===== config.mk =====
export PLATFORM = sky130hd
export DESIGN_NAME = rpi_fifo
export DESIGN_NICKNAME = d
export VERILOG_FILES = /design/src/rtl/core/rpi_fifo.sv
export SDC_FILE = /design/constraint.sdc
export NUM_CORES = 1
export LEC_CHECK = 0
export BUFFER_PORTS_ARGS = -buffer_cell sky130_fd_sc_hd__buf_2
export CAP_MARGIN = 20
export CORE_AREA = 2 2 56 58
export DETAILED_ROUTE_END_ITERATION = 16
export DIE_AREA = 0 0 58 60
export PLACE_DENSITY = 0.78
export SKIP_CTS_REPAIR_TIMING = 1
export SYNTH_ARGS = -nofsm -noshare
export SYNTH_HDL_FRONTEND = slang
export SYNTH_SLANG_ARGS = --single-unit

===== constraint.sdc =====
create_clock -name i_clk -period 3.4 [get_ports i_clk]
set_input_delay 0.51 -clock i_clk [delete_from_list [all_inputs] [get_ports i_clk]]
set_output_delay 0.51 -clock i_clk [all_outputs]
set_load 0.01 [all_outputs]

===== src/rtl/core/rpi_fifo.sv =====
// Short queue that decouples the front end from the back end.
module rpi_fifo #(
    parameter int WIDTH = 8,
    parameter int DEPTH = 4
) (
    input  logic             i_clk,
    input  logic             i_rst_n,
    input  logic             i_push,
    input  logic [WIDTH-1:0] i_data,
    output logic             o_full,
    input  logic             i_pop,
    output logic [WIDTH-1:0] o_data,
    output logic             o_empty
);
    localparam int AW = $clog2(DEPTH);

    logic [WIDTH-1:0] r_slot [DEPTH];
    logic [AW-1:0]    r_wr_ptr, r_rd_ptr;
    logic [AW:0]      r_count;

    assign o_full  = (r_count == (AW+1)'(DEPTH));
    assign o_empty = (r_count == '0);
    assign o_data  = r_slot[r_rd_ptr];

    // Pointers wrap at the depth; the count tracks occupancy.
    always_ff @(posedge i_clk) begin
        if (!i_rst_n) begin
            r_wr_ptr <= '0;
            r_rd_ptr <= '0;
            r_count  <= '0;
        end else begin
            if (i_push) begin
                r_wr_ptr <= (r_wr_ptr == AW'(DEPTH - 1)) ? '0 : r_wr_ptr + 1'b1;
            end
            if (i_pop) begin
                r_rd_ptr <= (r_rd_ptr == AW'(DEPTH - 1)) ? '0 : r_rd_ptr + 1'b1;
            end
            r_count <= r_count + (AW+1)'(i_push) - (AW+1)'(i_pop);
        end
    end

    always_ff @(posedge i_clk) begin
        if (i_push) begin
            r_slot[r_wr_ptr] <= i_data;
        end
    end

endmodule


==> impl_results.md, run 1 <==
- Total wire length after detailed routing: 2240 um
- Layout overhead on the synthesized area: 11.7%
- Number of DRC violations after detailed routing: 0
- Number of nets with antenna violations after routing: 0
- Count of vias placed by the detailed router: 777
- Max-cap violations: 0
- Number of global-route vias before repair: 736
- Final setup slack of the worst path: 1.16 ns
- Weighted congestion at the end of routability-driven global placement: 0.646
- Clock transition at the register clock pins on the worst setup and hold paths after CTS: 0.11 ns
- Number of iterations in the first detailed-routing pass: 4
- Number of antenna violations at the first check in global routing: 0
- Data arrival time at the worst-slack endpoint: 1.73 ns
- Tmin final: 2.24 ns
- Aggregate negative setup slack: 0 ns
- Filler-free cell count of the finished design: 146
- Number of distinct standard cells referenced by the synthesized netlist: 17
- Fin crit share: 65.8%
- Cell at the root of the clock tree: clkbuf_4
- Core Area: 2900 um2
- Worst-case setup slack after placement: 1.47 ns
- Pins Over Slew Limit: 0
- Total I/O pin count: 22
- Clock sink total: 41
- Synthesized net count: 106
- Transition time at the pin with the least slew margin: 0.537 ns
- Die Area: 3480 um2
- Via density per instance: 5.32
- Post-Syn Area per Cell: 18.8 um2
- Total standard cell area after synthesis: 1620 um2
- Initial core utilization: 55.6%
- Setup slack of the most critical reg-to-reg path: 1.82 ns
- Port-buffer cells: 21
- Sequential element share of the synthesized area: 70.6%
- Ant. Diodes: 0
- Synth warn: 0
- Number of placed instances with taps included: 138
- Std-Cell Rows: 20
- Worst R2R Start: r_count[0]
- Max Clock Skew: 0.00631 ns
- WL per Instance: 15.3 um
- Power consumption: 963 uW
- Worst slew margin relative to its limit: 64.2%
- CTS HTree Levels: 2
- Max Fclk: 447 MHz
- Clock tree from TritonCTS: yes
- Number of DRC violations after detailed-routing iteration 0: 19
- Height of the chip: 60 um
- Highest ir drop seen on vdd: 0.340 mV
- Destination of the worst register-to-register timing path: r_count[2]
- Leakage power: 0.684 nW
- Maximum number of pins on one net before global-route repair: 13
- RSZ-0062 raised after global routing: no
- Overall die width: 58 um
- Gr ovfl total: 0
- Number of failing setup endpoints in the final timing report: 0
- Number of instances in the synthesized netlist: 86
- Fill cell count: 219
- Outcome: completed
- Worst Path Max Fanout: 8
- Global-route usage over all layers: 15.0%
- Power Dens Cells: 534 nW/um2
- Worst reg2reg path depth: 7
- Hold path depth: 1
- Yosys reg bits: 41
- Hold/Removal Path Class: input pin to flip-flop
- Kind of critical path: flip-flop to primary output
- Global-route wire length before repair: 3460 um
- Start point of the worst min-delay path: i_data[0]
- Endpoint with the worst hold slack: r_slot[2][0]
- Category of the worst setup path capture point: primary output
- Final Hold Fails: 0
- Smallest hold slack: 0.383 ns
- Cts bufs inserted: 5
- Worst skew pair latency: 0.34 ns
- Post-layout nets: 132
- Number of buffers on the longest clock path: 2
- Layout cell share with drive strength beyond 1: 31.0%
- Category of the worst setup path launch point: flip-flop
- Required time of the worst setup path: 2.89 ns
report_power, final:
part	total (mW)	switching, mW	internal (mW)	leakage (nW)
clock network	0.239	0.137	0.102	0.0326
logic	0.132	0.0576	0.0748	0.283
registers	0.591	0.0203	0.571	0.368
state kept, by name, summed over array words and instances (netlist names), named ones only:
register,flops
r_wr_ptr,2
r_rd_ptr,2
r_slot,32
r_count,3
worst max-delay path by stage:
stage,startpoint,end
2_1_floorplan,i_pop,r_count[2]
3_3_place_gp,flip-flop,o_data[7]
3_5_place_dp,flip-flop,o_data[3]
4_1_cts,flip-flop,o_data[3]
5_1_grt,flip-flop,o_data[3]
6_report,flip-flop,o_data[3]
metal layers:
| metal | routed length, um | GRT usage [%] |
|---|---|---|
| met5 | 0 | 0 |
| met4 | 36 | 6.98 |
| met3 | 115 | 7.36 |
| met2 | 1250 | 25.5 |
| met1 | 836 | 15.6 |
critical path, cell delays in order, from the launching register on:
cell,delay [ns]
dfxtp_1,0.67
mux4_2,0.57
buf_2,0.15
per-stage QoR:
stage	util (%)	cell area [um2]
floorplan	-	1620
global placement	60.1	1750
detailed placement	60.1	1750
CTS	62.2	1800
global route	62.2	1800
finish	62.2	1800
cells in the final DEF (no fill, tap or decap), drive strengths merged, types with 2 or more instances in the layout:
cell type and instances:
edfxtp 32, buf 21, dfxtp 9, mux4 8, clkbuf 8, inv 7
ha 7, and2 6, nor2 3, or3b 2, nand2b 2, a21oi 2
mux2i 2
cells in the mapped netlist:
cell type	instances	area, um2
a21oi_1	2	10.0
and2_1	6	37.5
and3_1	1	6.26
buf_6	1	11.3
clkbuf_2	1	5.00
dfxtp_1	9	180
edfxtp_1	32	961
fa_1	1	20.0
ha_1	7	87.6
inv_1	7	26.3
mux2i_1	2	20.0
mux4_2	8	180
nand2b_1	2	12.5
nor2_1	3	11.3
nor3_1	1	5.00
or3b_1	2	17.5
xor3_1	1	23.8
cells by family after synthesis:
kind of cell | after synthesis | synth area share, %
flops | 41 | 70.6
simple gates | 15 | 5.58
mux | 10 | 12.4
buf+inv | 9 | 2.63
fa+ha+maj | 8 | 6.66
compound gates | 2 | 0.620
xor+xnor | 1 | 1.47
cell type report:
type | instances | area, um2 | area share [%]
clock buffers | 8 | 58.8 | 3.26
inverters | 7 | 26.3 | 1.46
multi-input cells | 36 | 432 | 23.9
flip-flops and latches | 41 | 1140 | 63.2
well taps | 33 | 41.3 | 2.29
repair buffers | 21 | 105 | 5.83
Note: power is estimated with default switching activity, not from simulation.
==> run 2, diff against run 1 <==
CORE_AREA = 2 2 60 62   (was 2 2 56 58)
DIE_AREA = 0 0 62 64   (was 0 0 58 60)
PLACE_DENSITY = 0.72   (was 0.78)
clock period = 1.9 ns   (was 3.4 ns; I/O delays follow)
==> impl_results.md, run 2 (synthesis gave the netlist of run 1 again) <==
- Outcome: completed
- Commonest cells after routing, fill and taps aside: 32 x edfxtp_1, 21 x buf_2, 9 x dfxtp_1
- Family with the most delay on the worst path: multiplexers
- Aggregate negative setup slack: 0 ns (unchanged)
- WP depth: 3 (+1)
- Total I/O pin count: 22 (unchanged)
- Maximum number of pins on one net before global-route repair: 14 (+1)
- Number of DRC violations after detailed routing: 0 (unchanged)
- Highest ir drop seen on vdd: 0.608 mV (+79%)
- Number of antenna violations at the first check in global routing: 0 (unchanged)
- Std-Cell Rows: 21 (+5.0%)
- Post-layout nets: 133 (+0.76%)
- Clock transition at the register clock pins on the worst setup and hold paths after CTS: 0.12 ns (about the same)
- Worst Path Max Fanout: 8 (unchanged)
- Cell at the root of the clock tree: clkbuf_4
- Clock tree from TritonCTS: yes
- Number of global-route vias before repair: 830 (+13%)
- Required time of the worst setup path: 1.62 ns (-1.27 ns)
- Most common cell after layout, fill and taps aside: edfxtp_1
- Category of the worst setup path launch point: flip-flop
- Number of DRC violations after detailed-routing iteration 0: 15 (-4)
- Leakage power: 0.713 nW (+4.2%)
- Fin crit share: 94.9%
- Crit path largest cell delay: 0.52 ns (-0.15 ns)
- Hold/Removal Path Class: input pin to flip-flop
- Destination of the worst register-to-register timing path: r_count[2]
- Clock sink total: 41 (unchanged)
- Buf/Inv on CP: 2 (+1)
- Worst R2R Start: r_count[0]
- Data arrival time at the worst-slack endpoint: 1.52 ns (-0.21 ns)
- Global-route wire length before repair: 3870 um (+12%)
- Port-buffer cells: 21 (unchanged)
- RSZ-0062 raised after global routing: no
- Final setup slack of the worst path: 0.0971 ns (-1.06 ns)
- Layout cell share with drive strength beyond 1: 33.3% (+2.4 points)
- Initial core utilization: 49.2% (-6.5 points)
- Number of iterations in the first detailed-routing pass: 4 (unchanged)
- Global-route usage over all layers: 14.0% (-1.0 points)
- Tmin final: 1.80 ns
- Pins Over Slew Limit: 0 (unchanged)
- Power Dens Cells: 1050 nW/um2 (+97%)
- Number of flip-flops in the largest register: 32 (unchanged)
- Critical Path Slowest Stage Cell: mux4_2
- Via density per instance: 4.94 (-7.2%)
- CP Capture Point: o_data[3]
- Layout overhead on the synthesized area: 16.1%
- Cts bufs inserted: 5 (unchanged)
- Ant. Diodes: 0 (unchanged)
- Worst skew pair latency: 0.34 ns (about the same)
- Number of failing setup endpoints in the final timing report: 0 (unchanged)
- Core Area: 3280 um2 (+13%)
- Worst reg2reg path depth: 7 (unchanged)
- Number of nets with antenna violations after routing: 0 (unchanged)
- Weighted congestion at the end of routability-driven global placement: 0.733 (+13%)
- Final cell utilization of the core: 57.1% (-5.1 points)
- Category of the worst setup path capture point: primary output
- Kind of critical path: flip-flop to primary output
- Worst-case setup slack after placement: 0.234 ns (-1.23 ns)
- Final Hold Fails: 0 (unchanged)
- Count of vias placed by the detailed router: 790 (+1.7%)
- Largest registers: r_slot: 32 flops, r_count: 3 flops
- WL per Instance: 14.6 um (-5.0%)
- Transition time at the pin with the least slew margin: 0.432 ns (-0.105 ns)
- Overall die width: 62 um (+6.9%)
- Height of the chip: 64 um (+6.7%)
- Max Fclk: 555 MHz
- Worst slew margin relative to its limit: 71.2% (+7.0 points)
- Post-detail-place hpwl: 1730 um
- Total wire length after detailed routing: 2330 um (+4.1%)
- Gr ovfl total: 0 (unchanged)
- Cell-by-cell trace of the critical path: buf_6 > mux4_2 > buf_2
- Setup slack of the most critical reg-to-reg path: 0.30 ns (-1.52 ns)
- Max Clock Skew: 0.0101 ns (+0.00377 ns)
- Die Area: 3970 um2 (+14%)
- CTS HTree Levels: 2 (unchanged)
- Power consumption: 1.97 mW (+110%)
- Max-cap violations: 0 (unchanged)
- Number of buffers on the longest clock path: 2 (unchanged)
- Most flops, register: r_slot
-- run 2: changes by cell type in the layout (fill, tap and decap cells not counted), sizes merged --
cell and delta:
bufinv +2, buf +1, clkbuf -3, clkinv +1
-- run 2: how the worst min path moves through the flow --
stage                 from           end  slack (ns)  cells after the start
2_1_floorplan    i_data[0]  r_slot[0][0]        0.38                      0
3_3_place_gp   r_rd_ptr[0]   r_rd_ptr[0]        0.49                      2
3_5_place_dp     i_data[5]  r_slot[2][5]        0.50                      1
4_1_cts          i_data[7]  r_slot[0][7]        0.14                      1
5_1_grt          i_data[7]  r_slot[0][7]        0.13                      1
6_report         i_data[7]  r_slot[0][7]        0.16                      1
-- run 2: metal layers --
metal | wire length, um | track usage (%) | up-vias
met5 | 0 | 0 | -
met4 | 30 | 4.79 | 0
met1 | 937 | 15.9 | 393
met2 | 1240 | 23.3 | 17
li1 | - | - | 376
met3 | 121 | 5.47 | 4
-- run 2: power breakdown --
part	leakage [nW]	internal, mW	switching (mW)
registers	0.368	1.02	0.0310
logic	0.289	0.138	0.115
clock network	0.0552	0.407	0.262
-- run 2: stage by stage --
step	hold slack, ns	cell area, um2	instances
after floorplan	0.384	1620	86
after global placement	0.494	1770	152
after detailed placement	0.504	1770	152
after CTS	0.140	1870	160
after global routing	0.134	1880	160
final	0.156	1880	160
-- run 2: area by class of cell --
class	count	area, um2
Clock buffer	5	37.5
Clock inverter	3	65.1
Fill cell	256	1410
Inverter	7	26.3
Multi-Input combinational cell	36	432
Sequential cell	41	1140
Tap cell	46	57.6
Timing Repair Buffer	22	116
==> run 3, diff against run 2 <==
--- a/config.mk
+++ b/config.mk
@@ -12,2 +12,3 @@
 export DIE_AREA = 0 0 62 64
+export HOLD_SLACK_MARGIN = 0.05
 export PLACE_DENSITY = 0.72
--- a/constraint.sdc
+++ b/constraint.sdc
@@ -3,2 +3,2 @@
 set_output_delay 0.285 -clock i_clk [all_outputs]
-set_load 0.01 [all_outputs]
+set_load 0.05 [all_outputs]
==> impl_results.md, run 3 (synthesis gave the netlist of run 1 again) <==
- Clock tree from TritonCTS: yes
- Number of buffers on the longest clock path: 2 (unchanged)
- Worst slew margin relative to its limit: 70.6% (-0.61 points)
- Category of the worst setup path capture point: primary output
- Required time of the worst setup path: 1.62 ns (about the same)
- Kind of critical path: flip-flop to primary output
- Final instance area: 1880 um2 (+0.20%)
- Post-detail-place hpwl: 1830 um (+5.5%)
- Weighted congestion at the end of routability-driven global placement: 0.734 (about the same)
- Worst skew pair latency: 0.35 ns (about the same)
- Hold/Removal Path Class: input pin to flip-flop
- Sw frac: 29.0% (+8.4 points)
- Flop pwr share: 56.4% (+3.1 points)
- CP Capture Point: o_data[3]
- Number of antenna violations at the first check in global routing: 0 (unchanged)
- Height of the chip: 64 um (unchanged)
- Clock sink total: 41 (unchanged)
- Pins Over Slew Limit: 0 (unchanged)
- Std-Cell Rows: 21 (unchanged)
- RSZ-0062 raised after global routing: no
- Category of the worst setup path launch point: flip-flop
- Tmin final: 1.83 ns (+0.0288 ns)
- Share of total power in combinational logic: 21.6% (+8.8 points)
- Maximum number of pins on one net before global-route repair: 14 (unchanged)
- Worst R2R Start: r_count[0]
- Destination of the worst register-to-register timing path: r_count[2]
- Most flops, register: r_slot
- Global-route usage over all layers: 14.4% (+0.40 points)
- Gr ovfl total: 0 (unchanged)
- Total I/O pin count: 22 (unchanged)
- Area post-placement: 1770 um2 (unchanged)
- Layout overhead on the synthesized area: 16.3%
- Die Area: 3970 um2 (unchanged)
- Worst reg2reg path depth: 7 (unchanged)
- Fill cell count: 258 (+0.78%)
- Power Dens Cells: 994 nW/um2 (-5.6%)
- Transition time at the pin with the least slew margin: 0.441 ns (+0.00911 ns)
- Overall die width: 62 um (unchanged)
- Max-cap violations: 0 (unchanged)
- Int Power: 1.33 mW (-15%)
- NetSw: 542 uW (+33%)
- Cell at the root of the clock tree: clkbuf_4
- Highest ir drop seen on vdd: 0.627 mV (+3.1%)
- Ant. Diodes: 0 (unchanged)
- Layout cell share with drive strength beyond 1: 34.2% (+0.88 points)
- Number of flip-flops in the largest register: 32 (unchanged)
- Largest registers: r_slot: 32 flops, r_count: 3 flops
- Initial core utilization: 49.2% (unchanged)
- Number of nets with antenna violations after routing: 0 (unchanged)
- Post-layout nets: 133 (unchanged)
- Global-route wire length before repair: 3820 um (-1.2%)
- Outcome: completed
- Most common cell after layout, fill and taps aside: edfxtp_1
- Max Fclk: 546 MHz (-1.6%)
- Number of global-route vias before repair: 817 (-1.6%)
- WL per Instance: 15.5 um (+6.6%)
- CTS HTree Levels: 2 (unchanged)
- Start point of the worst min-delay path: i_data[0]
- Data arrival time at the worst-slack endpoint: 1.55 ns (+0.03 ns)
- Setup slack of the most critical reg-to-reg path: 0.30 ns (about the same)
- Number of DRC violations after detailed-routing iteration 0: 25 (+10)
- Clock power share: 22.0% (-12 points)
- Final cell utilization of the core: 57.2% (+0.11 points)
- Worst Path Max Fanout: 8 (unchanged)
- Commonest cells after routing, fill and taps aside: 32 x edfxtp_1, 13 x buf_2, 8 x mux4_2, 8 x dfxtp_1
- Cts bufs inserted: 5 (unchanged)
- Fin crit share: 96.4% (+1.5 points)
- Core Area: 3280 um2 (unchanged)
- Total wire length after detailed routing: 2490 um (+6.6%)
- Port-buffer cells: 21 (unchanged)
- Max Clock Skew: 0.00725 ns (-0.00283 ns)
- Clock transition at the register clock pins on the worst setup and hold paths after CTS: 0.12 ns (about the same)
- Number of iterations in the first detailed-routing pass: 4 (unchanged)
- Count of vias placed by the detailed router: 791 (+0.13%)
- Number of DRC violations after detailed routing: 0 (unchanged)
- Leakage power: 0.706 nW (-0.99%)
- Final Hold Fails: 0 (unchanged)
- Number of failing setup endpoints in the final timing report: 0 (unchanged)
- Via density per instance: 4.94 (+0.13%)
## run 3: cell count changes in the layout (fill, tap and decap cells not counted), sizes merged
| cell | change |
|---|---|
| clkinvlp | +1 |
| bufinv | -2 |
| clkinv | +1 |
## run 3: worst max-delay path, cell delays in order, from the launching register on
cell     delay [ns]
dfxtp_2        0.35
buf_8          0.14
mux4_2         0.53
buf_6          0.17
## run 3: routing by layer
layer / wire (um) / track usage (%) / up-vias
met1: 976 / 14.7 / 389
met5: 0 / 0 / -
li1: - / - / 375
met2: 1320 / 24.5 / 21
met4: 46 / 6.38 / 0
met3: 139 / 6.07 / 6
## run 3: power groups by stage
| stage | clock network, mW | registers (mW) | logic (mW) |
|---|---|---|---|
| 2_1_floorplan | 0 | 1.06 | 0.297 |
| 3_3_place_gp | 0 | 1.07 | 0.359 |
| 3_5_place_dp | 0 | 1.08 | 0.377 |
| 4_1_cts | 0.421 | 1.05 | 0.378 |
| 5_1_grt | 0.463 | 1.06 | 0.429 |
| 6_report | 0.411 | 1.05 | 0.403 |
## run 3: final cells by class
| cell class | count | area, um2 | area share (%) |
|---|---|---|---|
| clock buffer | 5 | 37.5 | 2.00 |
| clock inverter | 3 | 17.5 | 0.932 |
| inverter | 7 | 26.3 | 1.40 |
| multi-input combinational | 36 | 432 | 23.0 |
| sequential | 41 | 1140 | 60.8 |
| tap | 46 | 57.6 | 3.06 |
| timing repair buffer | 22 | 166 | 8.85 |
## run 3: per-stage QoR
stage	worst slack (ns)	hold slack, ns	TNS [ns]	total power [mW]	cells
after floorplan	0.218	0.384	0	1.36	86
after global placement	0.303	0.494	0	1.43	152
after detailed placement	0.235	0.509	0	1.45	152
after CTS	-0.0407	0.137	-0.165	1.85	160
after global routing	0.00433	0.131	0	1.95	160
final	0.0684	0.149	0	1.87	160
## run 3: worst min path at each step
stage	end	cells after the start
finish	r_slot[1][0]	1
global route	r_slot[3][4]	1
CTS	r_slot[0][7]	1
detailed placement	r_slot[2][4]	1
global placement	r_rd_ptr[0]	2
floorplan	r_slot[0][0]	0
